===== config.mk =====
export PLATFORM = sky130hd
export DESIGN_NAME = framed_byte_receiver_dual_sum_check_unit
export DESIGN_NICKNAME = d
export VERILOG_FILES = /design/src/hdl/fbr_pkg.sv /design/src/hdl/framed_byte_receiver_dual_sum_check_unit.sv /design/src/hdl/fbr_input_stage.sv /design/src/hdl/fbr_parser.sv /design/src/hdl/fbr_output_reg.sv
export SDC_FILE = /design/constraint.sdc
export NUM_CORES = 1
export LEC_CHECK = 0
export ABC_AREA = 1
export BUFFER_PORTS_ARGS = -buffer_cell sky130_fd_sc_hd__buf_2
export CAP_MARGIN = 0
export CORE_ASPECT_RATIO = 0.8
export CORE_UTILIZATION = 40
export DETAILED_ROUTE_END_ITERATION = 6
export GPL_ROUTABILITY_DRIVEN = 0
export PLACE_DENSITY = 0.63
export RECOVER_POWER = 25
export SYNTH_ARGS = -nofsm -noshare
export SYNTH_HDL_FRONTEND = slang
export SYNTH_SLANG_ARGS = --single-unit

===== constraint.sdc =====
create_clock -name clock -period 4.7 [get_ports clock]
set_clock_uncertainty 0.2 [all_clocks]
set_input_delay 0.235 -clock clock [delete_from_list [all_inputs] [get_ports clock]]
set_output_delay 0.235 -clock clock [all_outputs]
set_load 0.02 [all_outputs]

===== src/hdl/fbr_pkg.sv =====
// Shared types and constants for the framed byte receiver.
// Holds parse phases, result codes, register indexes and the result record.
// No dependencies.
package fbr_pkg;

   localparam logic [7:0] HEADER_BYTE = 8'hAA;

   localparam logic [7:0] OWN_ADDRESS_RESET       = 8'd97;
   localparam logic [7:0] BROADCAST_ADDRESS_RESET = 8'd255;
   localparam logic [7:0] LENGTH_LIMIT_RESET      = 8'd250;

   typedef logic [1:0] csr_index_type;
   localparam csr_index_type CSR_OWN_ADDRESS       = 2'd0;
   localparam csr_index_type CSR_BROADCAST_ADDRESS = 2'd1;
   localparam csr_index_type CSR_LENGTH_LIMIT      = 2'd2;

   typedef logic [1:0] kind_type;
   localparam kind_type KIND_PAYLOAD   = 2'd0;
   localparam kind_type KIND_GOOD      = 2'd1;
   localparam kind_type KIND_SUM_ERROR = 2'd2;

   typedef enum logic [2:0] {
      PHASE_HUNT,
      PHASE_DEST,
      PHASE_CMD,
      PHASE_LEN,
      PHASE_PAYLOAD,
      PHASE_CHECK1,
      PHASE_CHECK2
   } phase_type;

   typedef struct packed {
      logic [7:0] own_address;
      logic [7:0] broadcast_address;
      logic [7:0] length_limit;
   } cfg_type;

   typedef struct packed {
      kind_type   result_kind;
      logic [7:0] frame_command;
      logic [7:0] destination;
      logic [7:0] payload_value;
      logic [7:0] payload_index;
      logic [7:0] payload_length;
      logic [7:0] sum_check;
      logic [7:0] add_check;
   } result_type;

endpackage


===== src/hdl/framed_byte_receiver_dual_sum_check_unit.sv =====
// Top level of the framed byte receiver with byte sum and sum-of-sums check.
// Depends on fbr_pkg, fbr_input_stage, fbr_parser and fbr_output_reg.
//
//   channel | direction | handshake              | carries
//   --------+-----------+------------------------+-----------------------------
//   req_    | in        | req_valid / req_stall  | req_rx_byte
//   rsp_    | out       | rsp_valid / rsp_stall  | kind, command, dest, payload,
//           |           |                        | index, length, both sums
//   csr_    | in        | csr_valid / csr_ready  | csr_index, csr_wdata
//
// One byte a cycle while no result is stalled: a byte is held in the input
// register, the parser updates phase and sums in a single pass, and any result
// is then registered in the result register. Synchronous reset returns the
// parser to hunting and empties both registers. A stalled result holds the
// input register; rsp_stall reaches req_stall in the same cycle only while a
// result is waiting.
module framed_byte_receiver_dual_sum_check_unit (
   input  logic                   clock,
   input  logic                   reset,
   input  logic                   req_valid,
   output logic                   req_stall,
   input  logic [7:0]             req_rx_byte,
   output logic                   rsp_valid,
   input  logic                   rsp_stall,
   output logic [1:0]             rsp_result_kind,
   output logic [7:0]             rsp_frame_command,
   output logic [7:0]             rsp_destination,
   output logic [7:0]             rsp_payload_value,
   output logic [7:0]             rsp_payload_index,
   output logic [7:0]             rsp_payload_length,
   output logic [7:0]             rsp_sum_check,
   output logic [7:0]             rsp_add_check,
   input  logic                   csr_valid,
   output logic                   csr_ready,
   input  fbr_pkg::csr_index_type csr_index,
   input  logic [7:0]             csr_wdata
);
   import fbr_pkg::*;

   cfg_type    cfg_ff;
   logic       item_valid;
   logic [7:0] item_byte;
   logic       out_ready;
   logic       advance;
   logic       result_valid;
   result_type result;
   result_type rsp_result;

   // configuration writes are always taken; indexes beyond the list drop
   assign csr_ready = 1'b1;

   always_ff @(posedge clock) begin
      if (reset) begin
         cfg_ff.own_address       <= OWN_ADDRESS_RESET;
         cfg_ff.broadcast_address <= BROADCAST_ADDRESS_RESET;
         cfg_ff.length_limit      <= LENGTH_LIMIT_RESET;
      end else if (csr_valid) begin
         unique case (csr_index)
            CSR_OWN_ADDRESS:       cfg_ff.own_address       <= csr_wdata;
            CSR_BROADCAST_ADDRESS: cfg_ff.broadcast_address <= csr_wdata;
            CSR_LENGTH_LIMIT:      cfg_ff.length_limit      <= csr_wdata;
            default: begin
            end
         endcase
      end
   end

   // advance the held byte whenever the result register can take its result
   assign advance = item_valid && out_ready;

   fbr_input_stage u_input (
      .clock       (clock),
      .reset       (reset),
      .req_valid   (req_valid),
      .req_rx_byte (req_rx_byte),
      .req_stall   (req_stall),
      .advance     (advance),
      .item_valid  (item_valid),
      .item_byte   (item_byte)
   );

   fbr_parser u_parser (
      .clock        (clock),
      .reset        (reset),
      .advance      (advance),
      .rx_byte      (item_byte),
      .cfg          (cfg_ff),
      .result_valid (result_valid),
      .result       (result)
   );

   fbr_output_reg u_output (
      .clock      (clock),
      .reset      (reset),
      .load       (advance && result_valid),
      .result     (result),
      .out_ready  (out_ready),
      .rsp_valid  (rsp_valid),
      .rsp_stall  (rsp_stall),
      .rsp_result (rsp_result)
   );

   assign rsp_result_kind    = rsp_result.result_kind;
   assign rsp_frame_command  = rsp_result.frame_command;
   assign rsp_destination    = rsp_result.destination;
   assign rsp_payload_value  = rsp_result.payload_value;
   assign rsp_payload_index  = rsp_result.payload_index;
   assign rsp_payload_length = rsp_result.payload_length;
   assign rsp_sum_check      = rsp_result.sum_check;
   assign rsp_add_check      = rsp_result.add_check;

endmodule


===== src/hdl/fbr_input_stage.sv =====
// Input register of the framed byte receiver: holds one received byte.
// Depends on nothing but the clock and reset.
module fbr_input_stage (
   input  logic       clock,
   input  logic       reset,
   input  logic       req_valid,
   input  logic [7:0] req_rx_byte,
   output logic       req_stall,
   input  logic       advance,
   output logic       item_valid,
   output logic [7:0] item_byte
);

   logic       valid_ff, valid_in;
   logic [7:0] byte_ff;
   logic       accept;

   // stall only while the held byte cannot move on
   assign req_stall = valid_ff && !advance;
   assign accept    = req_valid && !req_stall;

   always_comb begin
      priority if (accept) begin
         valid_in = 1'b1;
      end else if (advance) begin
         valid_in = 1'b0;
      end else begin
         valid_in = valid_ff;
      end
   end

   always_ff @(posedge clock) begin
      if (reset) begin
         valid_ff <= 1'b0;
      end else begin
         valid_ff <= valid_in;
      end
   end

   always_ff @(posedge clock) begin
      if (accept) begin
         byte_ff <= req_rx_byte;
      end
   end

   assign item_valid = valid_ff;
   assign item_byte  = byte_ff;

endmodule


===== src/hdl/fbr_parser.sv =====
// Frame parser: phase register, running sums and held header fields.
// Uses fbr_pkg for phases, result codes and the result record.
module fbr_parser (
   input  logic               clock,
   input  logic               reset,
   input  logic               advance,
   input  logic [7:0]         rx_byte,
   input  fbr_pkg::cfg_type   cfg,
   output logic               result_valid,
   output fbr_pkg::result_type result
);
   import fbr_pkg::*;

   phase_type  phase_ff, phase_in;
   logic [7:0] remaining_ff, remaining_in;
   logic [7:0] position_ff, position_in;
   logic [7:0] sum_ff, sum_in;
   logic [7:0] sos_ff, sos_in;
   logic [7:0] command_ff, command_in;
   logic [7:0] dest_ff, dest_in;
   logic [7:0] length_ff, length_in;
   logic [7:0] check1_ff, check1_in;
   logic [7:0] acc_sum, acc_sos;

   assign acc_sum = sum_ff + rx_byte;
   assign acc_sos = sos_ff + acc_sum;

   always_comb begin
      phase_in     = PHASE_HUNT;
      remaining_in = remaining_ff;
      position_in  = position_ff;
      sum_in       = sum_ff;
      sos_in       = sos_ff;
      command_in   = command_ff;
      dest_in      = dest_ff;
      length_in    = length_ff;
      check1_in    = check1_ff;
      result_valid = 1'b0;
      result       = '{result_kind:    KIND_PAYLOAD,
                       frame_command:  command_ff,
                       destination:    dest_ff,
                       payload_value:  8'd0,
                       payload_index:  8'd0,
                       payload_length: length_ff,
                       sum_check:      8'd0,
                       add_check:      8'd0};
      unique case (phase_ff)
         PHASE_HUNT: begin
            if (rx_byte == HEADER_BYTE) begin
               phase_in = PHASE_DEST;
               sum_in   = rx_byte;
               sos_in   = rx_byte;
            end
         end
         PHASE_DEST: begin
            if (rx_byte == cfg.own_address || rx_byte == cfg.broadcast_address) begin
               phase_in = PHASE_CMD;
               dest_in  = rx_byte;
               sum_in   = acc_sum;
               sos_in   = acc_sos;
            end
         end
         PHASE_CMD: begin
            phase_in   = PHASE_LEN;
            command_in = rx_byte;
            sum_in     = acc_sum;
            sos_in     = acc_sos;
         end
         PHASE_LEN: begin
            if (rx_byte < cfg.length_limit) begin
               phase_in     = PHASE_PAYLOAD;
               length_in    = rx_byte;
               remaining_in = rx_byte;
               position_in  = 8'd0;
               sum_in       = acc_sum;
               sos_in       = acc_sos;
            end
         end
         PHASE_PAYLOAD: begin
            // a zero length leaves nothing to take: drop the frame
            if (remaining_ff != 8'd0) begin
               sum_in               = acc_sum;
               sos_in               = acc_sos;
               result_valid         = 1'b1;
               result.payload_value = rx_byte;
               result.payload_index = position_ff;
               position_in          = position_ff + 8'd1;
               remaining_in         = remaining_ff - 8'd1;
               phase_in = (remaining_ff == 8'd1) ? PHASE_CHECK1 : PHASE_PAYLOAD;
            end
         end
         PHASE_CHECK1: begin
            phase_in  = PHASE_CHECK2;
            check1_in = rx_byte;
         end
         PHASE_CHECK2: begin
            result_valid       = 1'b1;
            result.result_kind = (check1_ff == sum_ff && rx_byte == sos_ff) ?
                                 KIND_GOOD : KIND_SUM_ERROR;
            result.sum_check   = sum_ff;
            result.add_check   = sos_ff;
         end
         default: begin
            phase_in = PHASE_HUNT;
         end
      endcase
   end

   always_ff @(posedge clock) begin
      if (reset) begin
         phase_ff <= PHASE_HUNT;
      end else if (advance) begin
         phase_ff <= phase_in;
      end
   end

   always_ff @(posedge clock) begin
      if (advance) begin
         remaining_ff <= remaining_in;
         position_ff  <= position_in;
         sum_ff       <= sum_in;
         sos_ff       <= sos_in;
         command_ff   <= command_in;
         dest_ff      <= dest_in;
         length_ff    <= length_in;
         check1_ff    <= check1_in;
      end
   end

endmodule


===== src/hdl/fbr_output_reg.sv =====
// Result register of the framed byte receiver: holds one result for transfer.
// Uses fbr_pkg for the result record.
module fbr_output_reg (
   input  logic               clock,
   input  logic               reset,
   input  logic               load,
   input  fbr_pkg::result_type result,
   output logic               out_ready,
   output logic               rsp_valid,
   input  logic               rsp_stall,
   output fbr_pkg::result_type rsp_result
);
   import fbr_pkg::*;

   logic       valid_ff, valid_in;
   result_type result_ff;

   assign out_ready = !valid_ff || !rsp_stall;

   always_comb begin
      priority if (load) begin
         valid_in = 1'b1;
      end else if (!rsp_stall) begin
         valid_in = 1'b0;
      end else begin
         valid_in = valid_ff;
      end
   end

   always_ff @(posedge clock) begin
      if (reset) begin
         valid_ff <= 1'b0;
      end else begin
         valid_ff <= valid_in;
      end
   end

   always_ff @(posedge clock) begin
      if (load) begin
         result_ff <= result;
      end
   end

   assign rsp_valid  = valid_ff;
   assign rsp_result = result_ff;

endmodule

==> impl_metrics.py <==
metrics = {
    "outcome": {
        "status": "finished, violations left",
        "violations": "DRC",
    },
    "clocking": {
        "clkLatencyLatePin_ns": 0.43,
        "cts_tree": "done",
        "numCtsBuffers": 17,
        "htreeDepth": 4,
        "hold_buffers": 24,
        "cts.clk_slew.worst_paths_ns": 0.07,
        "cts-resized-gates": 0,
        "post_cts_buffers": 0,
        "max-clock-path-buffers": 2,
        "root_buffer": "clkbuf_16",
        "cts_num_sinks": 159,
    },
    "floorplan": {
        "die_x_um": 152,
        "die_h_um": 122,
        "dieArea_sq_um": 18600,
        "num_rows": 43,
        "initial_core_util_pct": 41.2,
        "core_area_sq_um": 17500,
        "io-pin-count": 84,
    },
    "worst_setup_path": {
        "cpPeakStageDelay_ns": 0.42,
        "regToRegSetupSlack_ns": 1.35,
        "worstPathArrival_ns": 3.33,
        "worstPathRequired_ns": 4.68,
        "crit_type": "reg2reg",
        "critPathMaxFanout": 13,
        "reg2regPathDepth": 14,
        "cp_top_family": "adder cells",
        "slowest_stage": "fa_1",
        "worstSetupStartpointType": "flip-flop",
        "worstSetupPathDepth": 14,
        "crit_chain": "clkbuf_1 -> ha_1 -> fa_1 -> a31o_2 -> xor2_1 -> inv_1 -> ha_1 -> a21oi_1 -> inv_1 -> nand2_1 -> nand3_1 -> nand3b_1 -> nand3_1 -> nand2_1",
        "worst_setup_path_end_kind": "flip-flop",
        "path_buf_inv": 3,
    },
    "detailed_routing": {
        "wl_met1_um": 8170,
        "wl_um": 15700,
        "drc_errors": 22,
        "dr_wl_met3_um": 850,
        "wl_met2_um": 6450,
        "vias": 4967,
        "ant_nets": 0,
        "vias_per_cell": 4.82,
        "drt_iter0_markers": 361,
        "highest_layer": "met4",
        "drt_pass1_iterations": 7,
        "wl_per_cell_um": 15.2,
    },
    "global_route": {
        "grt_pass1_wl_um": 25000,
        "grt_overflow_total": 0,
        "grt_pass1_vias": 4631,
        "grt_usage_pct": 18.0,
        "grt_max_degree": 32,
        "antenna_found_initial": 0,
    },
    "cells_and_area": {
        "drive_above_1_share_pct": 13.4,
        "stdcell_area_sq_um": 8660,
        "syn_to_final_growth_pct": 20.2,
        "regArea_sq_um": 4480,
        "nNetsFinal": 842,
        "final_util_pct": 49.5,
        "fill_cells": 1605,
        "antennaDiodeCount": 0,
        "multi_input_area_sq_um": 2250,
    },
    "synthesis": {
        "synthSimpleGateAreaFrac_pct": 16.1,
        "yosysSeqAreaShare_pct": 62.2,
        "synthCells": 678,
        "synth.area.top_cells": "edfxtp_1 54%, dfxtp_1 8.1%, nand2_1 7.2%, inv_1 4.4%, ha_1 4.3%",
        "synthAdderAreaFrac_pct": 4.90,
        "synth_cell_types": 43,
        "netlist_area_sq_um": 7200,
        "dominantRegCellSynth": "edfxtp_1",
        "yosysMostFrequentCell": "nand2_1",
        "async_reset_ff_share_pct": 0,
        "yosysWarnings": 0,
        "syn_nets": 728,
        "synth_top_family_by_area": "simple AND/OR/NAND/NOR gates",
        "synth.area.mux_share_pct": 0,
        "synth-xor-area-share_pct": 4.25,
        "synth_common_cells": "138 x nand2_1, 130 x edfxtp_1, 84 x inv_1",
        "ys_seq_elements": 159,
        "synth_edf_count": 130,
        "synth_top_area_share_pct": 54.2,
        "avgSynthCellArea_sq_um": 10.6,
        "synth_compound_area_share_pct": 6.04,
        "synth_top_cell_by_area": "edfxtp_1",
    },
    "sta": {
        "rsz0062_at_grt": "false",
        "post-route-period-util_pct": 71.3,
        "finalSetupViolCount": 0,
        "maxSlewHeadroom_pct": 33.8,
        "tns_ns": 0,
        "drv_slew": 0,
        "period_minus_slack_ns": 3.35,
        "finalHoldViolCount": 0,
        "fmax_mhz": 299,
        "tightest_slew_ns": 0.992,
    },
    "place": {
        "placed_area_sq_um": 7820,
        "port_buffers": 82,
        "hpwlAfterDp_um": 10500,
    },
    "min_path": {
        "min_path_cells": 0,
        "hold_class": "reg2reg",
    },
    "pwr": {
        "leakage_nw": 3.68,
        "total_power_w": 0.00329,
        "peakVddDrop_mv": 0.178,
        "pwr_density_cell_nw_per_um2": 379,
    },
    "job": {
        "cap_violations": 0,
    },
}
==> final timing paths <==
| check | start | to |
|---|---|---|
| min | u_parser.dest_ff[7] | u_output.rsp_result[47] |
| max | u_input.item_byte[0] | u_parser.sos_ff[7] |
| min reg2reg | u_parser.dest_ff[7] | u_output.rsp_result[47] |
| max reg2reg | u_input.item_byte[0] | u_parser.sos_ff[7] |
==> state kept, by name (all words and copies together) (netlist names), 3 cells and up <==
register               count
u_parser.length_ff         8
u_parser.remaining_ff      8
cfg_ff                    24
u_parser.command_ff        8
u_input.item_byte          8
u_parser.sos_ff            8
u_parser.phase_ff          3
u_output.rsp_result       58
u_parser.sum_ff            8
u_parser.check1_ff         8
u_parser.dest_ff           8
u_parser.position_ff       8
==> worst reg2reg max path: stages (launching register included) <==
cell and delay, ns:
edfxtp_1 0.35, clkbuf_1 0.33, ha_1 0.36, fa_1 0.42
a31o_2 0.23, xor2_1 0.17, inv_1 0.07, ha_1 0.32
a21oi_1 0.14, inv_1 0.06, nand2_1 0.05, nand3_1 0.09
nand3b_1 0.17, nand3_1 0.09, nand2_1 0.05
==> stage by stage <==
| step | setup slack (ns) | hold slack, ns | std cells |
|---|---|---|---|
| 3_5_place_dp | 1.61 | 0.205 | 974 |
| 2_1_floorplan | 1.85 | 0.104 | 678 |
| 6_report | 1.35 | 0.211 | 1030 |
| 3_3_place_gp | 1.66 | 0.203 | 974 |
| 4_1_cts | 1.53 | 0.215 | 1030 |
| 5_1_grt | 1.09 | 0.225 | 1030 |
==> layer usage <==
| layer | vias up | GRT usage, % |
|---|---|---|
| met4 | 0 | 6.06 |
| met2 | 140 | 25.6 |
| met5 | - | 0 |
| met3 | 16 | 4.91 |
| li1 | 2499 | - |
| met1 | 2312 | 26.5 |
==> logic make-up (layout without fill, tap and decap cells) <==
logic type | after synthesis | after routing
fa+ha+maj | 27 | 27
flops | 159 | 159
xor+xnor | 35 | 35
compound gates | 74 | 74
simple gates | 275 | 275
buf+inv | 107 | 234
other cells | 1 | 1
==> placed cells by master (no fill, tap or decap), types with 11 or more instances in the layout <==
cell           instances
a21oi_1               24
o21ai_0               28
nor2_1                80
ha_1                  25
edfxtp_1             130
nand3_1               29
clkbuf_1              30
buf_2                 56
inv_1                 83
dfxtp_1               29
nand2_1              139
xnor2_1               24
xor2_1                11
clkbuf_16             17
o211ai_1              12
dlygate4sd3_1         24
==> power by group <==
part / leakage, nW / total (W) / switching [W] / internal, W
clock: 0.319 / 0.00152 / 0.000604 / 0.000913
combinational: 1.87 / 0.000211 / 0.000125 / 0.0000863
sequential: 1.49 / 0.00156 / 0.0000250 / 0.00153
==> final cells by class <==
class | instances | share of cell area, %
clock buffer | 18 | 4.95
tap | 225 | 3.25
inverter | 89 | 3.89
sequential | 159 | 51.8
timing repair buffer | 113 | 7.61
multi-input combinational | 412 | 26.0
clock inverter | 14 | 2.57
Power figures use the tool's default switching activity.
